File: src/design/ttut_pkg.sv
// shared types and constants for the tick timed uart transceiver
// no dependencies
`timescale 1ns / 1ps

package ttut_pkg;

   typedef enum logic [2:0] {
      RX_IDLE       = 3'd0,
      RX_START_QTR  = 3'd1,
      RX_START_HALF = 3'd2,
      RX_DATA       = 3'd3,
      RX_STOP       = 3'd4
   } rx_phase_type;

   localparam logic [7:0] TX_IDLE      = 8'd0;
   localparam logic [7:0] TX_LOAD      = 8'd1;
   localparam logic [7:0] TX_DATA      = 8'd2;
   localparam logic [7:0] TX_DATA_LAST = 8'd9;
   localparam logic [7:0] TX_STOP_BASE = 8'd99;
   localparam logic [7:0] TX_STOP      = 8'd100;
   localparam logic [7:0] TX_DONE      = 8'd255;

   localparam int unsigned CSR_ADDR_W = 5;

   localparam logic [2:0] CSR_DATA_BITS   = 3'd0;
   localparam logic [2:0] CSR_STOP_BITS   = 3'd1;
   localparam logic [2:0] CSR_BIT_PERIOD  = 3'd2;
   localparam logic [2:0] CSR_TX_INVERT   = 3'd3;
   localparam logic [2:0] CSR_RX_INVERT   = 3'd4;
   localparam logic [2:0] CSR_HALF_DUPLEX = 3'd5;
   localparam logic [2:0] CSR_ECHO_ENABLE = 3'd6;

endpackage

File: src/design/tick_timed_uart_transceiver_top.sv
// tick timed uart transceiver: receiver, transmitter, csr block and result register
// depends on ttut_pkg
`timescale 1ns / 1ps

// Each req transfer is one timer tick carrying the sampled rx pin and an offered
// tx byte; each tick yields exactly one rsp transfer with the tx pin level, whether
// the offered byte was taken, any received character and the sticky framing flag.
// The receiver and transmitter state update at the req transfer and the result
// lands in a single output register, so one tick per cycle is sustained whenever
// rsp_ready keeps up. The user must write registers over the APB port only while
// no tick is in flight; the block itself does not enforce this.
module tick_timed_uart_transceiver_top (
   input  logic        clock,
   input  logic        reset,
   input  logic        req_valid,
   output logic        req_ready,
   input  logic        req_rx_line,
   input  logic        req_tx_valid,
   input  logic [7:0]  req_tx_byte,
   output logic        rsp_valid,
   input  logic        rsp_ready,
   output logic        rsp_tx_line,
   output logic        rsp_tx_taken,
   output logic        rsp_rx_valid,
   output logic [7:0]  rsp_rx_byte,
   output logic        rsp_framing_error,
   input  logic        psel,
   input  logic        penable,
   input  logic        pwrite,
   input  logic [ttut_pkg::CSR_ADDR_W-1:0] paddr,
   input  logic [31:0] pwdata,
   output logic [31:0] prdata,
   output logic        pready
);

   // configuration
   logic [3:0] data_bits_ff, stop_bits_ff;
   logic [7:0] bit_period_ff;
   logic [1:0] tx_invert_ff, rx_invert_ff;
   logic       half_duplex_ff, echo_enable_ff;

   // state
   ttut_pkg::rx_phase_type rx_phase_ff, rx_phase_in;
   logic [7:0] rx_countdown_ff, rx_countdown_in;
   logic [7:0] rx_shift_ff, rx_shift_in;
   logic [3:0] rx_bit_index_ff, rx_bit_index_in;
   logic       rx_on_ff, rx_on_in;
   logic [7:0] tx_phase_ff, tx_phase_in;
   logic [7:0] tx_countdown_ff, tx_countdown_in;
   logic [7:0] tx_shift_ff, tx_shift_in;
   logic       tx_on_ff, tx_on_in;
   logic       line_level_ff, line_level_in;
   logic       frame_flag_ff, frame_flag_in;

   // result register
   logic       rsp_valid_ff, rsp_valid_in;
   logic       rsp_tx_taken_ff, rsp_tx_taken_in;
   logic       rsp_rx_valid_ff, rsp_rx_valid_in;
   logic [7:0] rsp_rx_byte_ff, rsp_rx_byte_in;

   logic       req_accept;
   logic       csr_write;
   logic [2:0] csr_index;
   logic [3:0] db, sb;
   logic [2:0] db_msb;
   logic       pin;

   assign req_ready  = ~rsp_valid_ff | rsp_ready;
   assign req_accept = req_valid & req_ready;
   assign pready     = 1'b1;
   assign csr_index  = paddr[4:2];
   assign csr_write  = psel & penable & pwrite & pready;

   // csr write and read
   always_ff @(posedge clock) begin
      if (reset) begin
         data_bits_ff   <= 4'd8;
         stop_bits_ff   <= 4'd1;
         bit_period_ff  <= 8'd9;
         tx_invert_ff   <= 2'd0;
         rx_invert_ff   <= 2'd0;
         half_duplex_ff <= 1'b0;
         echo_enable_ff <= 1'b0;
      end else if (csr_write) begin
         case (csr_index)
            ttut_pkg::CSR_DATA_BITS:   data_bits_ff   <= pwdata[3:0];
            ttut_pkg::CSR_STOP_BITS:   stop_bits_ff   <= pwdata[3:0];
            ttut_pkg::CSR_BIT_PERIOD:  bit_period_ff  <= pwdata[7:0];
            ttut_pkg::CSR_TX_INVERT:   tx_invert_ff   <= pwdata[1:0];
            ttut_pkg::CSR_RX_INVERT:   rx_invert_ff   <= pwdata[1:0];
            ttut_pkg::CSR_HALF_DUPLEX: half_duplex_ff <= pwdata[0];
            ttut_pkg::CSR_ECHO_ENABLE: echo_enable_ff <= pwdata[0];
            default: ;
         endcase
      end
   end

   always_comb begin
      case (csr_index)
         ttut_pkg::CSR_DATA_BITS:   prdata = {28'd0, data_bits_ff};
         ttut_pkg::CSR_STOP_BITS:   prdata = {28'd0, stop_bits_ff};
         ttut_pkg::CSR_BIT_PERIOD:  prdata = {24'd0, bit_period_ff};
         ttut_pkg::CSR_TX_INVERT:   prdata = {30'd0, tx_invert_ff};
         ttut_pkg::CSR_RX_INVERT:   prdata = {30'd0, rx_invert_ff};
         ttut_pkg::CSR_HALF_DUPLEX: prdata = {31'd0, half_duplex_ff};
         ttut_pkg::CSR_ECHO_ENABLE: prdata = {31'd0, echo_enable_ff};
         default:                   prdata = 32'd0;
      endcase
   end

   // effective framing
   always_comb begin
      if (data_bits_ff == 4'd0) begin
         db = 4'd1;
      end else if (data_bits_ff > 4'd8) begin
         db = 4'd8;
      end else begin
         db = data_bits_ff;
      end
      sb     = (stop_bits_ff == 4'd0) ? 4'd1 : stop_bits_ff;
      db_msb = 3'(db - 4'd1);
   end

   // one tick: countdowns, then receiver, then transmitter
   always_comb begin
      rx_phase_in     = rx_phase_ff;
      rx_countdown_in = (rx_countdown_ff != 8'd0) ? rx_countdown_ff - 8'd1 : rx_countdown_ff;
      rx_shift_in     = rx_shift_ff;
      rx_bit_index_in = rx_bit_index_ff;
      rx_on_in        = rx_on_ff;
      tx_phase_in     = tx_phase_ff;
      tx_countdown_in = (tx_countdown_ff != 8'd0) ? tx_countdown_ff - 8'd1 : tx_countdown_ff;
      tx_shift_in     = tx_shift_ff;
      tx_on_in        = tx_on_ff;
      line_level_in   = line_level_ff;
      frame_flag_in   = frame_flag_ff;
      rsp_tx_taken_in = 1'b0;
      rsp_rx_valid_in = 1'b0;
      rsp_rx_byte_in  = 8'd0;
      pin = req_rx_line ^ ((rx_phase_ff == ttut_pkg::RX_DATA) ? rx_invert_ff[0]
                                                             : rx_invert_ff[1]);

      if (rx_countdown_in == 8'd0 && rx_on_ff) begin
         case (rx_phase_ff)
            ttut_pkg::RX_IDLE: begin
               if (!pin) begin
                  rx_phase_in     = ttut_pkg::RX_START_QTR;
                  rx_countdown_in = bit_period_ff >> 2;
                  if (half_duplex_ff) tx_on_in = 1'b0;
               end
            end
            ttut_pkg::RX_START_QTR, ttut_pkg::RX_START_HALF: begin
               if (!pin) begin
                  if (rx_phase_ff == ttut_pkg::RX_START_QTR) begin
                     rx_phase_in     = ttut_pkg::RX_START_HALF;
                     rx_countdown_in = bit_period_ff >> 2;
                  end else begin
                     rx_phase_in     = ttut_pkg::RX_DATA;
                     rx_shift_in     = 8'd0;
                     rx_bit_index_in = 4'd0;
                     rx_countdown_in = bit_period_ff;
                  end
               end else begin
                  rx_phase_in = ttut_pkg::RX_IDLE;
                  if (half_duplex_ff) tx_on_in = 1'b1;
               end
            end
            ttut_pkg::RX_DATA: begin
               rx_shift_in = {1'b0, rx_shift_ff[7:1]};
               if (pin) rx_shift_in[db_msb] = 1'b1;
               rx_bit_index_in = rx_bit_index_ff + 4'd1;
               if (rx_bit_index_in >= db) rx_phase_in = ttut_pkg::RX_STOP;
               rx_countdown_in = bit_period_ff;
            end
            ttut_pkg::RX_STOP: begin
               if (!pin) begin
                  frame_flag_in   = 1'b1;
                  rx_countdown_in = bit_period_ff >> 3;
               end else begin
                  rsp_rx_valid_in = 1'b1;
                  rsp_rx_byte_in  = rx_shift_ff;
                  if (echo_enable_ff && tx_phase_ff == ttut_pkg::TX_IDLE) begin
                     tx_shift_in = rx_shift_ff;
                     tx_phase_in = ttut_pkg::TX_LOAD;
                  end
                  rx_phase_in = ttut_pkg::RX_IDLE;
                  if (half_duplex_ff) tx_on_in = 1'b1;
               end
            end
            default: rx_phase_in = ttut_pkg::RX_IDLE;
         endcase
      end

      if (tx_countdown_in == 8'd0 && tx_on_in) begin
         if (tx_phase_in == ttut_pkg::TX_IDLE) begin
            if (req_tx_valid) begin
               tx_shift_in     = req_tx_byte;
               rsp_tx_taken_in = 1'b1;
               if (half_duplex_ff) rx_on_in = 1'b0;
               tx_countdown_in = bit_period_ff;
               line_level_in   = ~tx_invert_ff[1];
               tx_phase_in     = ttut_pkg::TX_DATA;
            end
         end else if (tx_phase_in == ttut_pkg::TX_LOAD) begin
            tx_countdown_in = bit_period_ff;
            line_level_in   = ~tx_invert_ff[1];
            tx_phase_in     = ttut_pkg::TX_DATA;
         end else if (tx_phase_in inside {[ttut_pkg::TX_DATA:ttut_pkg::TX_DATA_LAST]}) begin
            tx_countdown_in = bit_period_ff;
            line_level_in   = tx_shift_in[0] ^ tx_invert_ff[0];
            tx_shift_in     = {1'b0, tx_shift_in[7:1]};
            if ((tx_phase_in - 8'd1) >= {4'd0, db}) begin
               tx_phase_in = ttut_pkg::TX_STOP;
            end else begin
               tx_phase_in = tx_phase_in + 8'd1;
            end
         end else if (tx_phase_in inside {[ttut_pkg::TX_STOP:ttut_pkg::TX_DONE - 8'd1]}) begin
            tx_countdown_in = bit_period_ff;
            line_level_in   = tx_invert_ff[1];
            if ((tx_phase_in - ttut_pkg::TX_STOP_BASE) >= {4'd0, sb}) begin
               tx_phase_in = ttut_pkg::TX_DONE;
            end else begin
               tx_phase_in = tx_phase_in + 8'd1;
            end
         end else begin
            // end of frame: chain the next byte straight into its start bit
            if (req_tx_valid) begin
               tx_shift_in     = req_tx_byte;
               rsp_tx_taken_in = 1'b1;
               tx_countdown_in = bit_period_ff;
               line_level_in   = ~tx_invert_ff[1];
               tx_phase_in     = ttut_pkg::TX_DATA;
            end else begin
               tx_phase_in = ttut_pkg::TX_IDLE;
               if (half_duplex_ff) rx_on_in = 1'b1;
            end
         end
      end

      rsp_valid_in = req_accept | (rsp_valid_ff & ~rsp_ready);
   end

   // state and result registers
   always_ff @(posedge clock) begin
      if (reset) begin
         rx_phase_ff     <= ttut_pkg::RX_IDLE;
         rx_countdown_ff <= 8'd0;
         rx_shift_ff     <= 8'd0;
         rx_bit_index_ff <= 4'd0;
         rx_on_ff        <= 1'b1;
         tx_phase_ff     <= ttut_pkg::TX_IDLE;
         tx_countdown_ff <= 8'd0;
         tx_shift_ff     <= 8'd0;
         tx_on_ff        <= 1'b1;
         line_level_ff   <= 1'b0;
         frame_flag_ff   <= 1'b0;
         rsp_valid_ff    <= 1'b0;
      end else begin
         rsp_valid_ff <= rsp_valid_in;
         if (req_accept) begin
            rx_phase_ff     <= rx_phase_in;
            rx_countdown_ff <= rx_countdown_in;
            rx_shift_ff     <= rx_shift_in;
            rx_bit_index_ff <= rx_bit_index_in;
            rx_on_ff        <= rx_on_in;
            tx_phase_ff     <= tx_phase_in;
            tx_countdown_ff <= tx_countdown_in;
            tx_shift_ff     <= tx_shift_in;
            tx_on_ff        <= tx_on_in;
            line_level_ff   <= line_level_in;
            frame_flag_ff   <= frame_flag_in;
         end
      end
   end

   always_ff @(posedge clock) begin
      if (req_accept) begin
         rsp_tx_taken_ff <= rsp_tx_taken_in;
         rsp_rx_valid_ff <= rsp_rx_valid_in;
         rsp_rx_byte_ff  <= rsp_rx_byte_in;
      end
   end

   assign rsp_valid         = rsp_valid_ff;
   assign rsp_tx_line       = line_level_ff;
   assign rsp_tx_taken      = rsp_tx_taken_ff;
   assign rsp_rx_valid      = rsp_rx_valid_ff;
   assign rsp_rx_byte       = rsp_rx_byte_ff;
   assign rsp_framing_error = frame_flag_ff;

   // checks
   a_transfer_gives_result: assert property (@(posedge clock) disable iff (reset)
      req_accept |=> rsp_valid_ff)
      else $error("accepted tick left no result");

   a_never_both_locked: assert property (@(posedge clock) disable iff (reset)
      rx_on_ff || tx_on_ff)
      else $error("receiver and transmitter both locked out");

   a_tx_phase_legal: assert property (@(posedge clock) disable iff (reset)
      tx_phase_ff <= ttut_pkg::TX_DATA_LAST || tx_phase_ff >= ttut_pkg::TX_STOP)
      else $error("transmit phase in unused range");

   a_rx_byte_clean: assert property (@(posedge clock) disable iff (reset)
      rsp_valid_ff && !rsp_rx_valid_ff |-> rsp_rx_byte_ff == 8'd0)
      else $error("rx byte nonzero without rx valid");

   a_rx_index_bound: assert property (@(posedge clock) disable iff (reset)
      rx_bit_index_ff <= 4'd8)
      else $error("receive bit index past eight");

endmodule
File: config.mk
export PLATFORM = sky130hd
export DESIGN_NAME = tick_timed_uart_transceiver_top
export DESIGN_NICKNAME = d
export VERILOG_FILES = /design/src/design/ttut_pkg.sv /design/src/design/tick_timed_uart_transceiver_top.sv
export SDC_FILE = /design/constraint.sdc
export NUM_CORES = 1
export LEC_CHECK = 0
export ABC_AREA = 1
export ABC_CLOCK_PERIOD_IN_PS = 3800
export BUFFER_PORTS_ARGS = -buffer_cell sky130_fd_sc_hd__buf_2
export CAP_MARGIN = 0
export CORE_MARGIN = 8
export CORE_UTILIZATION = 50
export CTS_CLUSTER_DIAMETER = 120
export CTS_CLUSTER_SIZE = 20
export DETAILED_ROUTE_END_ITERATION = 12
export MAX_ROUTING_LAYER = met4
export PLACE_DENSITY = 0.73
export SYNTH_ARGS = -nofsm -noshare
export SYNTH_HDL_FRONTEND = slang
export SYNTH_SLANG_ARGS = --single-unit
File: constraint.sdc
create_clock -name clock -period 3.8 [get_ports clock]
set_input_delay 0.38 -clock clock [delete_from_list [all_inputs] [get_ports clock]]
set_output_delay 0.38 -clock clock [all_outputs]
set_load 0.005 [all_outputs]
## Word level (Yosys, flattened, before mapping)

Cells that the tools add are included.
Widths: inputs -> output; s select.

| storage, ports and cells | value |
|---|---|
| bits in latches | 0 |
| input port bits | 54 |
| bits in read-only memories | 0 |
| register bits | 84 |
| bits in writable memories | 0 |
| logic and storage cells | 190 |
| memories | 0 |
| output and inout bits | 47 |

| operators by class | value |
|---|---|
| mux-type cells | 82 |
| order comparisons | 10 |
| add/subtract/negate cells | 7 |
| reduce and logical (&&, ||, !) cells | 34 |
| multiply operators | 0 |
| eq/ne operators | 22 |
| div/mod/pow operators | 0 |
| shift-type cells | 0 |
| bitwise logic cells | 13 |

Operators by type and width:

| operator | count |
|---|---|
| $mux 8 | 38 |
| $pmux 8 s7 | 1 |
| $logic_not 8->1 | 4 |
| $pmux 8 s4 | 1 |
| $mux 1 | 27 |
| $sub 8x1->8 const B | 3 |
| $mux 4 | 5 |
| $ne 2x2->1 const B | 9 |
| $reduce_and 2->1 | 9 |
| $ge 8x4->1 | 2 |
| $pmux 8 s2 | 1 |
| $reduce_bool 8->1 | 2 |
| $eq 3x2->1 const B | 4 |
| $eq 3x3->1 const B | 4 |
| $mux 3 | 4 |
| $pmux 3 s4 | 1 |
| $reduce_and 5->1 | 2 |
| $reduce_and 9->1 | 1 |
| $add 8x1->8 const B | 1 |
| $eq 8x1->1 const B | 1 |
| $ge 8x2->1 const B | 1 |
| $ge 8x7->1 const B | 1 |
| $le 8x4->1 const B | 1 |
| $le 8x8->1 const B | 1 |
| 27 further kinds | 44 |

## Depth between registers and ports, before layout

| logic depth | value |
|---|---|
| word-level depth | 14 |
| depth in mapped cells | 24 |

## Worst setup path before layout

Ideal clock, no wire load.

| timing path | value |
|---|---|
| kind | reg2reg |
| start point | register rx_countdown_ff[0] |
| end point | register tx_phase_ff[6] |
| path slack | 0.706 ns |
| stages on the path, launching flop included | 22 |
| library setup time | 0.132 ns |
| period minus slack after synthesis | 3.094 ns |
| data arrival time | 2.962 ns |
| path buffers | 1 |
| path through | dfxtp_1 inv_1 ha_1 xnor2_1 nor2_1 nor2_1 nand3_1 nor2_4 nand3_1 clkbuf_1 nand3_1 nand2_1 nand2_1 ha_1 a211oi_1 nand3_1 nor2_1 nand2_1 nand2_1 nand2_1 o21ai_0 a21oi_1 |

| on the way | value |
|---|---|
| cells in the longest elaborated chain, start to end | 13 |
| elaborated cells between the ends (all ways) | 29 |

Ends and longest elaborated chain:

| item | RTL line | source |
|---|---|---|
| from (decl) | tick_timed_uart_transceiver_top.sv:44 | `logic [7:0] rx_countdown_ff, rx_countdown_in;` |
| from (signal assigned) | tick_timed_uart_transceiver_top.sv:262 | `rx_countdown_ff <= rx_countdown_in;` |
| $sub 8x1->8 / $reduce_bool 8->1 (equally long branches) | tick_timed_uart_transceiver_top.sv:127 | `rx_countdown_in = (rx_countdown_ff != 8'd0) ? rx_countdown_ff - 8'd1 : rx_countdown_ff;` |
| $mux 8 (*) | tick_timed_uart_transceiver_top.sv:127 |  |
| $logic_not 8->1 (*) | tick_timed_uart_transceiver_top.sv:143 | `if (rx_countdown_in == 8'd0 && rx_on_ff) begin` |
| $logic_and 1x1->1 (*) | tick_timed_uart_transceiver_top.sv:143 |  |
| $mux 8 | tick_timed_uart_transceiver_top.sv:143 |  |
| $sub 8x7->8 | tick_timed_uart_transceiver_top.sv:220 | `if ((tx_phase_in - ttut_pkg::TX_STOP_BASE) >= {4'd0, sb}) begin` |
| $ge 8x4->1 | tick_timed_uart_transceiver_top.sv:220 |  |
| $mux 8 | tick_timed_uart_transceiver_top.sv:220 |  |
| $mux 8 | tick_timed_uart_transceiver_top.sv:217 | `end else if (tx_phase_in inside {[ttut_pkg::TX_STOP:ttut_pkg::TX_DONE - 8'd1]}) begin` |
| $mux 8 | tick_timed_uart_transceiver_top.sv:208 | `end else if (tx_phase_in inside {[ttut_pkg::TX_DATA:ttut_pkg::TX_DATA_LAST]}) begin` |
| $mux 8 | tick_timed_uart_transceiver_top.sv:204 | `end else if (tx_phase_in == ttut_pkg::TX_LOAD) begin` |
| $mux 8 | tick_timed_uart_transceiver_top.sv:195 | `if (tx_phase_in == ttut_pkg::TX_IDLE) begin` |
| $mux 8 (*) | tick_timed_uart_transceiver_top.sv:194 | `if (tx_countdown_in == 8'd0 && tx_on_in) begin` |
| to (signal assigned) | tick_timed_uart_transceiver_top.sv:251 | `tx_phase_ff <= ttut_pkg::TX_IDLE;` |
| to (signal assigned) | tick_timed_uart_transceiver_top.sv:266 | `tx_phase_ff <= tx_phase_in;` |
| to (decl) | tick_timed_uart_transceiver_top.sv:48 | `logic [7:0] tx_phase_ff, tx_phase_in;` |

Mark *: on every way between the ends. The rest lies on a longest branch, timed or not.
A chain may end at the register's enable or synchronous reset.

## Worst setup path in the final report

Ends and elaborated chain as after synthesis.

==> results.cfg <==
[placement]
gp_congestion = 0.9589
hpwl_um = 11400
port_buffers = 49
pre_cts_ws_ns = 0.5451

[global_routing]
grt_use_total_pct = 21.26
grt_max_degree = 39
grt_pass1_wl_um = 24710
grt.overflow.total = 0
antenna_found_initial = 0
grt_pass1_vias = 4999

[critical_path]
cp-startpoint = rx_countdown_ff[0]
path_class = reg2reg
endpoint = tx_phase_ff[6]
reg2regPathDepth = 21
critPathSlowestCell = dfxtp_1
required_ns = 4.03
critPathMaxStageDelay_ns = 0.35
cp_max_fo = 7
cpMostUsedCell = nand2_1
cp.arrival_ns = 3.57
critPathLaunchType = flip-flop
crit-reg2reg-launch = rx_countdown_ff[0]
rrSetupSlack_ns = 0.46
r2r_end = tx_phase_ff[6]
crit_chain = inv_1 -> ha_1 -> nand2_1 -> inv_1 -> nand2_4 -> nand2_1 -> nand2_1 -> nand3_2 -> nor2_4 -> nand3_1 -> nand3_1 -> nand2_1 -> ha_1 -> a211oi_1 -> nand3_1 -> nor2_1 -> nand2_1 -> nand2_1 -> nand2_1 -> o21ai_0 -> a21oi_1
crit_path_end_kind = flip-flop

[clocking]
clkTransAtPathRegs_ns = 0.07
cts_root_buf = clkbuf_16
ctsLongestPathBuffers = 2
cts_hold_buf = 0
clock-sinks = 84
htree_levels = 3
cts_tree = done
cts_resized = 0
cts-buffers-inserted = 9
post_cts_buffers = 0
clock_latency_ns = 0.36

[synthesis]
syn-instance-count = 848
ys_warn_count = 0
synth_area_um2 = 5692
syn_avg_cell_area_um2 = 6.712
synth_cell_types = 55
ys_seq_area_share_pct = 31.30
synth-seq-cells = 84

[status]
status = completed

[floorplan]
start_util_pct = 50.49
die-area_um2 = 15050
rows = 39
die_w_um = 122.7
core_um2 = 11270
io_pins = 101
die_h_um = 122.7

[detailed_routing]
via_count = 5710
drt_pre_antenna_iters = 7
vias_per_cell = 5.512
drt-initial-drc-count = 504
antenna_left = 0
wire_per_inst_um = 14.88
drt_drc_violations_left = 0
wl_um = 15420

[flow_run]
max-cap-violations = 0

[timing]
timing.hold.ws_ns = 0.2661
finalCritPeriodShare_pct = 87.92
rsz0062_at_grt = no
finalCriticalPeriod_ns = 3.341
hold_viol_final = 0
final.setup.tns_ns = 0
tightest_slew_ns = 1.192
max_freq_mhz = 299.3
setup-violations-final = 0
maxSlewHeadroom_pct = 20.44
finalMaxSlewViolations = 0
fin_worst_skew_ns = 0.005987
setup_slack_ns = 0.4589

[final_layout]
areaGrowthSynthToFinish_pct = 9.431
fill_cells = 1182
fin_nets = 958
antenna_cells = 0
drive_gt1_share_pct = 11.42

[power_and_ir_drop]
vdd_drop_max_mv = 0.2499
p_leak_uw = 0.002745
power_density_nw_per_um2 = 402.4

[worst_hold_path]
hold_path_class = in2reg
## Yosys cell counts, drive strengths merged
master   instances  area share (%)
a211oi          11             1.5
a21boi           1            0.13
a21o             2            0.26
a21oi           83             7.3
a221oi           1            0.15
a31o             1            0.15
a31oi           10             1.1
a32oi            1            0.15
a41oi            1            0.15
buf             34             4.4
clkbuf          17             1.1
clkinv           2            0.22
conb             2            0.13
dfxtp           74              26
edfxtp          10             5.3
ha              16             3.5
inv            127             8.5
nand2          166              12
nand3           54             5.2
nand3b           2            0.26
nand4           12             1.3
nor2            81             6.1
nor3            12             1.1
nor4             3            0.33
o2111ai          2            0.31
o211a            1            0.18
o211ai          22             2.9
o21a             5            0.66
o21ai           70             6.2
o21bai           3            0.59
o221ai           2            0.31
o22ai            5            0.55
o311ai           2            0.31
o31ai            3            0.40
o41ai            2            0.31
or2              2            0.22
xnor2            1            0.15
xor2             5            0.77
## kinds of logic (layout without fill, tap and decap cells)
kind of cell             count (synthesis)  after routing  share of synthesized area [%]
adder cells (fa/ha/maj)                 16             16                          3.517
flip-flops                              84             84                          31.30
XOR/XNOR                                 6              6                         0.9233
AND/OR/NAND/NOR                        332            332                          26.45
AO/OA/AOI/OAI                          228            228                          23.52
buffers and inverters                  180            202                          14.16
other                                    2             25                         0.1319
## final cells by class
cell class	instances	area, um^2	share of cell area, %
sequential	84	1782	28.61
inverter	129	494.2	7.935
timing repair buffer	57	305.3	4.902
multi-input combinational	607	3191	51.23
clock inverter	6	48.80	0.7834
clock buffer	10	229.0	3.676
tap	143	178.9	2.873
## layer usage
metal / part of all wire [%] / wire length [um] / global-route usage (%)
met4: 1.8 / 285 / 7.692
met3: 7.6 / 1176 / 4.646
met2: 45 / 6941 / 31.94
met5: 0 / 0 / -
met1: 46 / 7016 / 27.48
## report_power, final
| part | switching (uW) | internal [uW] |
|---|---|---|
| clock network | 392 | 450 |
| registers | 40.5 | 944 |
| logic | 445 | 235 |
## layout by cell type (no fill, tap or decap), types with 22 or more instances in the layout
master and n:
conb_1 25, inv_1 122, nand3_1 50, o211ai_1 22, buf_2 49, dfxtp_1 74, nor2_1 73, o21ai_0 66
a21oi_1 83, nand2_1 158
## critical path: cells and delay by family, from the launching register on
| family | cells | cell delay [ns] |
|---|---|---|
| buffers and inverters | 2 | 0.21 |
| adder cells (fa/ha/maj) | 2 | 0.53 |
| flip-flops | 1 | 0.35 |
| AND/OR/NAND/NOR | 14 | 1.68 |
| AO/OA/AOI/OAI | 3 | 0.47 |
## worst min-delay path by stage
stage          depth (start not counted)         startpoint                end  slack (ns)
3_5_place_dp                           1  rsp_framing_error  rsp_framing_error        0.45
3_3_place_gp                           1  rsp_framing_error  rsp_framing_error        0.44
6_report                               3          req_valid          rsp_valid        0.27
5_1_grt                                3          req_valid          rsp_valid        0.27
2_1_floorplan                          2           tx_on_ff           tx_on_ff        0.44
4_1_cts                                3          req_valid          rsp_valid        0.26
## metrics by stage
step	std cells	util, %	instance area, um^2	total power [uW]
global placement	1020	52.79	5951	1665
detailed placement	1020	52.79	5951	1677
floorplan	871	-	5778	1545
finish	1036	55.26	6228	2507
CTS	1036	55.26	6228	2516
global route	1036	55.26	6228	2651
## registers in the layout, summed over array words and instances, names as in the netlist, 4 cells and up
| name | flops |
|---|---|
| tx_countdown_ff | 8 |
| tx_phase_ff | 8 |
| rx_shift_ff | 8 |
| rx_bit_index_ff | 4 |
| tx_shift_ff | 8 |
| rx_countdown_ff | 8 |
| rsp_rx_byte | 8 |
| stop_bits_ff | 4 |
| data_bits_ff | 4 |
| bit_period_ff | 8 |
No activity file was read; power rests on OpenSTA's default activity.
